## src/rtl/lnr_pkg.sv

```systemverilog
`timescale 1ns / 1ps
`default_nettype none
// ----------------------------------------------------------------------------
// lnr_pkg
// Shared constants, codes and types of the layer/RMS normalization row unit.
// ----------------------------------------------------------------------------
package lnr_pkg;

   localparam int MAX_DIM  = 64;
   localparam int ADDR_W   = $clog2(MAX_DIM);
   localparam int CNT_W    = ADDR_W + 1;
   localparam int X_W      = 16;
   localparam int WORD_W   = 3 * X_W;
   localparam int SUM_W    = 24;
   localparam int SQR_W    = 31;
   localparam int SQ_W     = 37;
   localparam int NUM_W    = 43;
   localparam int DEN_W    = 13;
   localparam int REM_W    = DEN_W;
   localparam int T_W      = 32;
   localparam int R_W      = 37;
   localparam int R_LO_W   = 19;
   localparam int R_HI_W   = R_W - R_LO_W;
   localparam int A_W      = 39;
   localparam int PROD_W   = 76;
   localparam int P_W      = 40;
   localparam int V_W      = 42;
   localparam int RA_W     = 73;
   localparam int RS_W     = 107;
   localparam int EPS_W    = 24;
   localparam int CSR_IDX_W = 1;

   localparam logic [EPS_W-1:0]     EPS_RESET   = 24'd168;
   localparam logic [CSR_IDX_W-1:0] CSR_RMS_MODE = 1'd0;
   localparam logic [CSR_IDX_W-1:0] CSR_EPSILON  = 1'd1;

   typedef enum logic [4:0] {
      ST_LOAD,
      ST_SQ,
      ST_DRAIN,
      ST_STAT_MUL,
      ST_STAT_SUB,
      ST_DIV_STAT,
      ST_DIV_WAIT,
      ST_RSQ_START,
      ST_RSQ_WAIT,
      ST_E_READ,
      ST_E_MULN,
      ST_E_CENT,
      ST_E_MULA,
      ST_E_MULR0,
      ST_E_MULR1,
      ST_E_SUM,
      ST_E_DIV,
      ST_E_DIVW,
      ST_E_OUT
   } lnr_state_type;

   typedef enum logic [3:0] {
      OP_IDLE,
      OP_LOAD,
      OP_SQ_READ,
      OP_STAT_MUL,
      OP_STAT_SUB,
      OP_DIV_STAT,
      OP_RSQ_START,
      OP_ELEM_READ,
      OP_ELEM_MULN,
      OP_ELEM_CENT,
      OP_ELEM_MULA,
      OP_ELEM_MULR0,
      OP_ELEM_MULR1,
      OP_ELEM_SUM,
      OP_DIV_ELEM,
      OP_ELEM_OUT
   } lnr_op_type;

   typedef struct packed {
      lnr_op_type        op;
      logic [ADDR_W-1:0] idx;
      logic              last;
   } lnr_cmd_type;

   typedef struct packed {
      logic [CNT_W-1:0] cnt;
      logic             rms;
      logic             div_done;
      logic             rsq_done;
      logic             out_free;
   } lnr_stat_type;

endpackage
`default_nettype wire

```

## src/rtl/lnr_ctrl.sv

```systemverilog
`timescale 1ns / 1ps
`default_nettype none
// ----------------------------------------------------------------------------
// lnr_ctrl
// Sequencer: row load, statistics pass, reciprocal root, element emission.
// ----------------------------------------------------------------------------
module lnr_ctrl
   import lnr_pkg::*;
(
   input  wire logic         clock,
   input  wire logic         reset,
   input  wire logic         req_tvalid,
   input  wire logic         req_tlast,
   output logic              req_tready,
   input  wire lnr_stat_type sts,
   output lnr_cmd_type       cmd
);

   lnr_state_type     state_ff, state_in;
   logic [ADDR_W-1:0] idx_ff, idx_in;
   logic              drain_ff, drain_in;
   logic              at_last;

   assign at_last = {1'b0, idx_ff} == (sts.cnt - CNT_W'(1));

   // next state
   always_comb begin
      state_in = state_ff;
      idx_in   = idx_ff;
      drain_in = drain_ff;
      unique case (state_ff)
         ST_LOAD: begin
            idx_in = '0;
            if (req_tvalid && req_tlast) state_in = ST_SQ;
         end
         ST_SQ: begin
            idx_in = idx_ff + ADDR_W'(1);
            if (at_last) begin
               state_in = ST_DRAIN;
               drain_in = 1'b0;
            end
         end
         ST_DRAIN: begin
            drain_in = 1'b1;
            if (drain_ff) state_in = ST_STAT_MUL;
         end
         ST_STAT_MUL:  state_in = ST_STAT_SUB;
         ST_STAT_SUB:  state_in = ST_DIV_STAT;
         ST_DIV_STAT:  state_in = ST_DIV_WAIT;
         ST_DIV_WAIT:  if (sts.div_done) state_in = ST_RSQ_START;
         ST_RSQ_START: state_in = ST_RSQ_WAIT;
         ST_RSQ_WAIT: begin
            idx_in = '0;
            if (sts.rsq_done) state_in = ST_E_READ;
         end
         ST_E_READ:  state_in = ST_E_MULN;
         ST_E_MULN:  state_in = ST_E_CENT;
         ST_E_CENT:  state_in = ST_E_MULA;
         ST_E_MULA:  state_in = ST_E_MULR0;
         ST_E_MULR0: state_in = ST_E_MULR1;
         ST_E_MULR1: state_in = ST_E_SUM;
         ST_E_SUM:   state_in = sts.rms ? ST_E_OUT : ST_E_DIV;
         ST_E_DIV:   state_in = ST_E_DIVW;
         ST_E_DIVW:  if (sts.div_done) state_in = ST_E_OUT;
         ST_E_OUT: begin
            if (sts.out_free) begin
               idx_in   = idx_ff + ADDR_W'(1);
               state_in = at_last ? ST_LOAD : ST_E_READ;
            end
         end
         default: state_in = ST_LOAD;
      endcase
   end

   // outputs
   always_comb begin
      req_tready = 1'b0;
      cmd.op     = OP_IDLE;
      cmd.idx    = idx_ff;
      cmd.last   = at_last;
      unique case (state_ff)
         ST_LOAD: begin
            req_tready = 1'b1;
            cmd.op     = OP_LOAD;
         end
         ST_SQ:        cmd.op = OP_SQ_READ;
         ST_STAT_MUL:  cmd.op = OP_STAT_MUL;
         ST_STAT_SUB:  cmd.op = OP_STAT_SUB;
         ST_DIV_STAT:  cmd.op = OP_DIV_STAT;
         ST_RSQ_START: cmd.op = OP_RSQ_START;
         ST_E_READ:    cmd.op = OP_ELEM_READ;
         ST_E_MULN:    cmd.op = OP_ELEM_MULN;
         ST_E_CENT:    cmd.op = OP_ELEM_CENT;
         ST_E_MULA:    cmd.op = OP_ELEM_MULA;
         ST_E_MULR0:   cmd.op = OP_ELEM_MULR0;
         ST_E_MULR1:   cmd.op = OP_ELEM_MULR1;
         ST_E_SUM:     cmd.op = OP_ELEM_SUM;
         ST_E_DIV:     cmd.op = OP_DIV_ELEM;
         ST_E_OUT:     if (sts.out_free) cmd.op = OP_ELEM_OUT;
         default:      cmd.op = OP_IDLE;
      endcase
   end

   always_ff @(posedge clock) begin
      if (reset) begin
         state_ff <= ST_LOAD;
         idx_ff   <= '0;
         drain_ff <= 1'b0;
      end else begin
         state_ff <= state_in;
         idx_ff   <= idx_in;
         drain_ff <= drain_in;
      end
   end

endmodule
`default_nettype wire

```

## config.mk

```make
export PLATFORM = sky130hd
export DESIGN_NAME = lnr_ctrl
export DESIGN_NICKNAME = d
export VERILOG_FILES = /design/src/rtl/lnr_pkg.sv /design/src/rtl/lnr_ctrl.sv
export SDC_FILE = /design/constraint.sdc
export NUM_CORES = 1
export LEC_CHECK = 0
export ABC_AREA = 1
export BUFFER_PORTS_ARGS = -buffer_cell sky130_fd_sc_hd__buf_2
export CORE_ASPECT_RATIO = 0.8
export CORE_MARGIN = 2
export CORE_UTILIZATION = 54
export DETAILED_ROUTE_END_ITERATION = 16
export PLACE_DENSITY_LB_ADDON = 0.2
export SLEW_MARGIN = 20
export SYNTH_ARGS = -nofsm -noshare
export SYNTH_HDL_FRONTEND = slang
export SYNTH_SLANG_ARGS = --single-unit
```

## constraint.sdc

```tcl
create_clock -name clock -period 2.6 [get_ports clock]
set_input_delay 0.78 -clock clock [delete_from_list [all_inputs] [get_ports clock]]
set_output_delay 0.78 -clock clock [all_outputs]
set_load 0.005 [all_outputs]
```

==> impl_metrics.csv, run 1 <==
group,metric,value,unit
logic_synthesis,synthTopCellsByArea,"dfxtp_1, nand2_1, inv_1",
die,pin_count,27,
logic_synthesis,synth-seq-cells,12,
run_status,status,"completed",
clocking,htree_levels,1,
critical_path,path_max_fanout,2,
global_route,grt_pass1_wl,5.34,mm
die,std_cell_rows,15,
sta,tightest_slew,344,ps
die,die_height,46.8,um
logic_synthesis,yosysSeqAreaShare,19.5,%
die,core,2160,sq um
sta,hold_ws,482,ps
critical_path,required,1820,ps
clocking,clk_path_buf_depth,2,
layout,areaGrowthSynthToFinish,25.1,%
sta,min_period_over_period,99.1,%
logic_synthesis,syn_area_per_cell,5.71,sq um
layout,instances_no_fill,277,
logic_synthesis,yosys.cell_count.top_type,"nand2_1",
power_and_ir_drop,cellLeakagePower,0.000796,uW
layout,antennaDiodeCount,0,
sta,period_needed,2580,ps
power_and_ir_drop,ir_drop,0.000605,V
routing,drt_iter0_markers,76,
clocking,clkLatencyLatePin,270,ps
logic_synthesis,synth_common_cells,"nand2_1, inv_1, nor2_1",
logic_synthesis,synthFlopType,"dfxtp_1",
sta,maxSlewHeadroom,76.9,%
clocking,numCtsBuffers,3,
layout,num-fill-cells,197,
min_path,hp-class,"reg2reg",
routing,first_pass_iters,4,
layout,nNetsFinal,270,
logic_synthesis,ys_warn_count,0,
placement,finalWeightedCongestion,0.987,
run,cap_violations,0,
global_route,grt_start_max_net_pins,9,
routing,wl_per_cell,11.4,um
min_path,hp-start,"drain_ff",
clocking,cts_root_buf,"clkbuf_4",
routing,vias,1400,
layout,drive_above_1_share,31.3,%
placement,placed_cells,269,
clocking,cts_tree,"done",
routing,drc_errors,0,
global_route,grt_usage,25.6,%
routing,antenna_left,0,
power_and_ir_drop,cellPowerDensity,698,nW/um^2
placement,portBuffers,26,
sta,setup_viol,0,
logic_synthesis,synth_nets,233,
critical_path,crit_path_end_kind,"output pin",
critical_path,r2r-start,"idx_ff[0]",
sta,timing.fmax,0.388,GHz
logic_synthesis,syn_inst,216,
routing,vias_per_cell,5.05,
logic_synthesis,synth_edf_count,0,
sta,rsz0062_at_grt,"yes",
clocking,path_clk_slew,80,ps
sta,final_max_slew_viol_count,0,
critical_path,cp-startpoint,"sts[4]",
logic_synthesis,synth_cell_types,26,
critical_path,critPathLaunchType,"input pin",
logic_synthesis,syn_area,1230,sq um
critical_path,crit_type,"in2out",
sta,hold_viol_final,0,
routing,wirelength,3.16,mm
logic_synthesis,post-synth-top-area-cell,"dfxtp_1",
die,die_w,57.4,um
placement,dpl.hpwl,2.46,mm
sta,skew,5.09,ps
global_route,grt_remaining_overflow,0,
logic_synthesis,ys_async_sr_fraction,0,%
layout,fin_util,71.5,%
clocking,clock_sinks,12,
die,dieArea,2690,sq um
die,start_util,57.2,%
critical_path,cp.arrival,1800,ps
clocking,cts_hold_buffers,0,
logic_synthesis,synth_top_area_share,19.5,%
global_route,antenna_found_initial,0,
global_route,grt_pass1_vias,1224,
-- final cells by class --
cell class | count | area (sq um) | area share (%)
clock buffers | 4 | 36.3 | 2.35
multi-input cells | 163 | 868 | 56.3
inverters | 37 | 144 | 9.33
well taps | 25 | 31.3 | 2.03
repair buffers | 36 | 221 | 14.4
flip-flops and latches | 12 | 241 | 15.7
-- power breakdown --
part / switching (uW) / internal, uW / total [uW] / leakage, uW
Clock: 65.7 / 85.1 / 151 / 0.0000210
Combinational: 409 / 256 / 665 / 0.000677
Sequential: 42.1 / 219 / 261 / 0.0000981
Total: 517 / 560 / 1080 / 0.000796
-- final timing paths --
| check | slack, ps | endpoint | cells past startpoint |
|---|---|---|---|
| max | 20 | cmd[0] | 12 |
| min | 480 | drain_ff | 2 |
| max reg2reg | 520 | state_ff[3] | 15 |
| min reg2reg | 480 | drain_ff | 2 |
-- registers in the layout (all words and copies together), names as in the netlist --
signal    cells
state_ff      5
drain_ff      1
idx_ff        6
-- stage by stage --
| stage | cell area (sq um) | TNS [ps] | setup WS (ps) | power (uW) |
|---|---|---|---|---|
| floorplan | 1230 | 0 | 91.3 | 734 |
| global placement | 1410 | -33.8 | -33.8 | 883 |
| detailed placement | 1410 | -89.0 | -89.0 | 885 |
| CTS | 1510 | -8.56 | -8.56 | 1050 |
| global route | 1540 | -71.9 | -71.9 | 1160 |
| finish | 1540 | 0 | 23.6 | 1080 |
-- cell families (layout without fill, tap and decap cells) --
logic type	after synthesis	after routing	share of synthesized area (%)
compound gates	23	23	10.8
flops	12	12	19.5
simple gates	137	137	53.3
fa+ha+maj	2	2	2.03
buf+inv	41	77	13.7
xor+xnor	1	1	0.710
-- placed cells by master, fill, tap and decap left out, drive strengths merged --
cell type,count
a211oi,4
nand3b,2
o22ai,1
xor2,1
inv,37
nor3b,1
o211ai,1
a21oi,12
nand4,5
ha,2
nor2,33
nand2,73
dfxtp,12
o21ai,5
nand3,13
clkbuf,4
buf,36
nor3,10
-- worst max-delay path, cell delays in order --
cell and delay [ps]:
buf_8 80, inv_4 30, ha_4 260, inv_2 30, nand2_2 60, nand2_2 60, nor2_2 110, nand3_1 90
nor2_2 90, nand2_1 70, inv_1 50, buf_2 100
-- layer usage --
layer / global-route usage [%] / up-vias / wire length [um]
met5: 0 / - / 0
met4: 1.86 / 0 / 0
met3: 7.71 / 0 / 271
met2: 37.5 / 54 / 1300
met1: 38.7 / 586 / 1590
li1: - / 760 / -
-- repair_timing --
item | CTS | global route
endpoints found under the setup margin | 1 | 5
pin swaps | 6 | 2
gates cloned | 0 | 0
buffers inserted | 4 | 0
gates resized for setup | 10 | 10
Note: power is estimated with default switching activity, not from simulation.
==> run 2, diff against run 1 <==
--- a/config.mk
+++ b/config.mk
@@ -6,12 +6,12 @@
 export NUM_CORES = 1
 export LEC_CHECK = 0
 export ABC_AREA = 1
-export BUFFER_PORTS_ARGS = -buffer_cell sky130_fd_sc_hd__buf_2
 export CORE_ASPECT_RATIO = 0.8
 export CORE_MARGIN = 2
-export CORE_UTILIZATION = 54
+export CORE_UTILIZATION = 50
 export DETAILED_ROUTE_END_ITERATION = 16
-export PLACE_DENSITY_LB_ADDON = 0.2
+export DONT_BUFFER_PORTS = 1
+export PLACE_DENSITY = 0.68
 export SLEW_MARGIN = 20
 export SYNTH_ARGS = -nofsm -noshare
 export SYNTH_HDL_FRONTEND = slang
==> run 2 against run 1 <==
Hold slack worse by 7.3 ps. Core utilization fell by 17 points. Largest cell class unchanged. Critical path type unchanged. Cell count shrank 12%. Via count down 4.3%.
==> impl_metrics.csv, run 2 (synthesis gave the netlist of run 1 again) <==
group,metric,value,unit
min_path,hp-start,"drain_ff",
run_status,status,"completed",
global_route,grt_pass1_vias,1179,
layout,nNetsFinal,236,
critical_path,cp.arrival,1710,ps
critical_path,critPathLaunchType,"input pin",
clocking,numCtsBuffers,3,
clocking,cts_tree,"done",
die,die_height,48.4,um
layout,reg_top3,"idx_ff x6, state_ff x5, drain_ff x1",
clocking,cts_root_buf,"clkbuf_4",
layout,fin_util,54.2,%
sta,timing.fmax,0.402,GHz
sta,rsz0062_at_grt,"no",
layout,antennaDiodeCount,0,
die,core,2400,sq um
sta,final_max_slew_viol_count,0,
sta,skew,5.86,ps
clocking,clock_sinks,12,
layout,num-fill-cells,242,
sta,tightest_slew,367,ps
routing,vias,1340,
sta,fin_tns_setup,0,ps
sta,fin_ws,113,ps
die,std_cell_rows,16,
placement,post-place-ws,76.5,ps
critical_path,crit_type,"in2out",
layout,top_register,"idx_ff",
global_route,grt_usage,22.2,%
global_route,grt_pass1_wl,5.09,mm
routing,wl_per_cell,12.4,um
global_route,grt_remaining_overflow,0,
layout,drive_above_1_share,16.1,%
clocking,post_cts_buffers,0,
layout,largest_register_ffs,6,
layout,areaGrowthSynthToFinish,5.58,%
clocking,path_clk_slew,80,ps
critical_path,path_max_fanout,4,
sta,min_period_over_period,95.7,%
clocking,ctsResizeCount,0,
routing,drc_errors,0,
placement,dpl.hpwl,2.51,mm
routing,wirelength,3.04,mm
die,pin_count,27,
routing,first_pass_iters,4,
clocking,clkLatencyLatePin,270,ps
clocking,clk_path_buf_depth,2,
global_route,antenna_found_initial,0,
routing,antenna_left,0,
clocking,htree_levels,1,
die,start_util,51.4,%
critical_path,crit_path_end_kind,"output pin",
sta,setup_viol,0,
critical_path,cp-startpoint,"sts[4]",
power_and_ir_drop,ir_drop,0.000465,V
die,dieArea,2880,sq um
routing,vias_per_cell,5.47,
sta,period_needed,2490,ps
power_and_ir_drop,cellLeakagePower,0.000634,uW
placement,finalWeightedCongestion,0.908,
placement,portBuffers,0,
global_route,grt_start_max_net_pins,9,
die,die_w,59.5,um
critical_path,r2r-start,"idx_ff[0]",
sta,hold_ws,475,ps
clocking,cts_hold_buffers,0,
min_path,hp-class,"reg2reg",
sta,hold_viol_final,0,
routing,drt_iter0_markers,114,
run,cap_violations,0,
sta,maxSlewHeadroom,75.5,%
critical_path,required,1820,ps
layout,layout_common_cells,"nand2_1, inv_1, nor2_1",
layout,final_area,1300,sq um
placement,dpl_cell_area,1250,sq um
layout,layout_commonest_cell,"nand2_1",
power_and_ir_drop,cellPowerDensity,750,nW/um^2
[run 2: cell count changes in the layout (fill, tap and decap cells not counted), sizes merged]
cell / before / now
buf: 36 / 2
[run 2: worst paths after layout]
kind | endpoint | slack (ps) | depth (start not counted)
hold reg to reg | drain_ff | 480 | 2
setup / recovery | cmd[0] | 110 | 10
hold / removal | drain_ff | 480 | 2
setup reg to reg | state_ff[3] | 930 | 11
[run 2: metrics by stage]
stage	power, uW	instances
finish	977	245
global route	1070	245
CTS	973	245
detailed placement	824	241
global placement	813	241
floorplan	734	216
[run 2: report_power, final]
part | leakage (uW) | internal (uW) | switching, uW | total (uW)
clock | 0.0000210 | 85.1 | 63.2 | 148
combinational | 0.000515 | 193 | 362 | 555
sequential | 0.0000980 | 219 | 55.4 | 274
[run 2: layout make-up]
type	count	area [sq um]	area share, %
clock buffers	4	36.3	2.79
inverters	37	139	10.7
multi-input cells	163	837	64.3
flip-flops and latches	12	241	18.5
well taps	27	33.8	2.59
repair buffers	2	15.0	1.15
[run 2: layer usage]
layer / vias up / track usage (%) / part of all wire, %
li1: 685 / - / -
met1: 599 / 37.9 / 51
met2: 56 / 28.6 / 41
met3: 0 / 5.61 / 7.9
met4: 0 / 1.11 / 0
met5: - / 0 / 0
[run 2: critical path: stages]
cell and delay (ps):
inv_1 70, ha_4 280, inv_1 30, nand2_1 50
nand2_1 40, nor2_1 110, nand3_1 80, nor2_1 90
nand2_1 80, inv_1 70
==> run 3, diff against run 2 <==
--- a/config.mk
+++ b/config.mk
@@ -12,6 +12,7 @@
 export DETAILED_ROUTE_END_ITERATION = 16
 export DONT_BUFFER_PORTS = 1
 export PLACE_DENSITY = 0.68
+export RECOVER_POWER = 100
 export SLEW_MARGIN = 20
 export SYNTH_ARGS = -nofsm -noshare
 export SYNTH_HDL_FRONTEND = slang
==> run 3 against run 2 <==
Cell count unchanged. Combinational power decreased by 6.7%. Global-route usage unchanged. Final area decreased by 2.8%. Clock-buffer cell count unchanged. Hold slack improved by 0.63 ps.
==> impl_metrics.csv, run 3 (synthesis gave the netlist of run 1 again) <==
group,metric,value,unit
routing,wl_per_cell,12.4,um
placement,finalWeightedCongestion,0.908,
sta,hold_ws,476,ps
power_and_ir_drop,cellPowerDensity,742,nW/um^2
clocking,cts_hold_buffers,0,
clocking,post_cts_buffers,0,
die,std_cell_rows,16,
die,pin_count,27,
sta,period_needed,2480,ps
die,die_height,48.4,um
routing,antenna_left,0,
die,die_w,59.5,um
die,start_util,51.4,%
critical_path,cp.arrival,1700,ps
global_route,grt_start_max_net_pins,9,
layout,reg_top3,"idx_ff x6, state_ff x5, drain_ff x1",
run,cap_violations,0,
global_route,grt_pass1_vias,1179,
critical_path,path_max_fanout,4,
run_status,status,"completed",
sta,fin_tns_setup,0,ps
critical_path,critPathCapture,"cmd[0]",
clocking,clkLatencyLatePin,270,ps
layout,fin_util,52.7,%
critical_path,crit_type,"in2out",
critical_path,rrSetupSlack,700,ps
global_route,grt_remaining_overflow,0,
routing,vias_per_cell,5.44,
power_and_ir_drop,cellLeakagePower,0.000626,uW
layout,layout_commonest_cell,"nand2_1",
clocking,path_clk_slew,80,ps
layout,areaGrowthSynthToFinish,2.64,%
sta,rsz0062_at_grt,"no",
sta,setup_viol,0,
clocking,numCtsBuffers,3,
clocking,clk_path_buf_depth,2,
clocking,cts_tree,"done",
layout,layout_common_cells,"nand2_1, inv_1, nor2_1",
sta,min_period_over_period,95.5,%
placement,dpl.hpwl,2.51,mm
die,core,2400,sq um
critical_path,cp-startpoint,"sts[4]",
sta,maxSlewHeadroom,75.2,%
critical_path,required,1820,ps
routing,vias,1334,
power_and_ir_drop,ir_drop,0.000463,V
clocking,clock_sinks,12,
global_route,antenna_found_initial,0,
routing,drc_errors,0,
global_route,grt_pass1_wl,5.09,mm
min_path,hp-class,"reg2reg",
critical_path,critPathLaunchType,"input pin",
global_route,grt_usage,22.2,%
critical_path,crit_path_end_kind,"output pin",
sta,hold_viol_final,0,
sta,tightest_slew,372,ps
power_and_ir_drop,finalPower,940,uW
sta,timing.fmax,0.403,GHz
layout,nNetsFinal,236,
sta,skew,4.34,ps
clocking,htree_levels,1,
clocking,cts_root_buf,"clkbuf_4",
routing,wirelength,3.04,mm
layout,antennaDiodeCount,0,
critical_path,reg2reg_to,"idx_ff[5]",
layout,drive_above_1_share,11.9,%
layout,instances_no_fill,245,
critical_path,r2r_cells,10,
placement,placed_cells,241,
layout,largest_register_ffs,6,
clocking,ctsResizeCount,0,
layout,top_register,"idx_ff",
die,dieArea,2880,sq um
sta,final_max_slew_viol_count,0,
routing,first_pass_iters,4,
routing,drt_iter0_markers,105,
placement,portBuffers,0,
critical_path,r2r-start,"state_ff[1]",
## run 3: area by class of cell
class / instances / area, sq um
Sequential cell: 12 / 241
Clock buffer: 4 / 36.3
Tap cell: 27 / 33.8
Timing Repair Buffer: 2 / 11.3
Inverter: 37 / 139
Multi-Input combinational cell: 163 / 805
Fill cell: 252 / 1140
## run 3: worst min path at each step
stage	startpoint	to	slack (ps)	cells past startpoint
finish	drain_ff	drain_ff	480	2
global route	drain_ff	drain_ff	520	2
CTS	drain_ff	drain_ff	470	2
detailed placement	drain_ff	drain_ff	460	2
global placement	drain_ff	drain_ff	460	2
floorplan	drain_ff	drain_ff	440	2
## run 3: metal layers
| layer | track usage (%) | routed length [um] |
|---|---|---|
| met1 | 37.9 | 1490 |
| met2 | 28.6 | 1220 |
| met3 | 5.61 | 321 |
| met4 | 1.11 | 0 |
| met5 | 0 | 0 |
## run 3: metrics by stage
step	setup slack, ps	instance area [sq um]
2_1_floorplan	91.3	1230
3_3_place_gp	126	1250
3_5_place_dp	76.5	1250
4_1_cts	73.9	1290
5_1_grt	1.82	1270
6_report	117	1270
## run 3: worst max-delay path, stage by stage
cell and delay [ps]:
inv_1 70, ha_4 280, inv_1 30, nand2_1 60
nand2_1 40, nor2_1 110, nand3_1 80, nor2_1 90
nand2_1 80, inv_1 70
## run 3: power breakdown
part           internal, uW  switching [uW]  total, uW  leakage [uW]
logic                   173             345        518      0.000507
clock network          85.2            64.7        150     0.0000210
registers               219            53.6        273     0.0000980
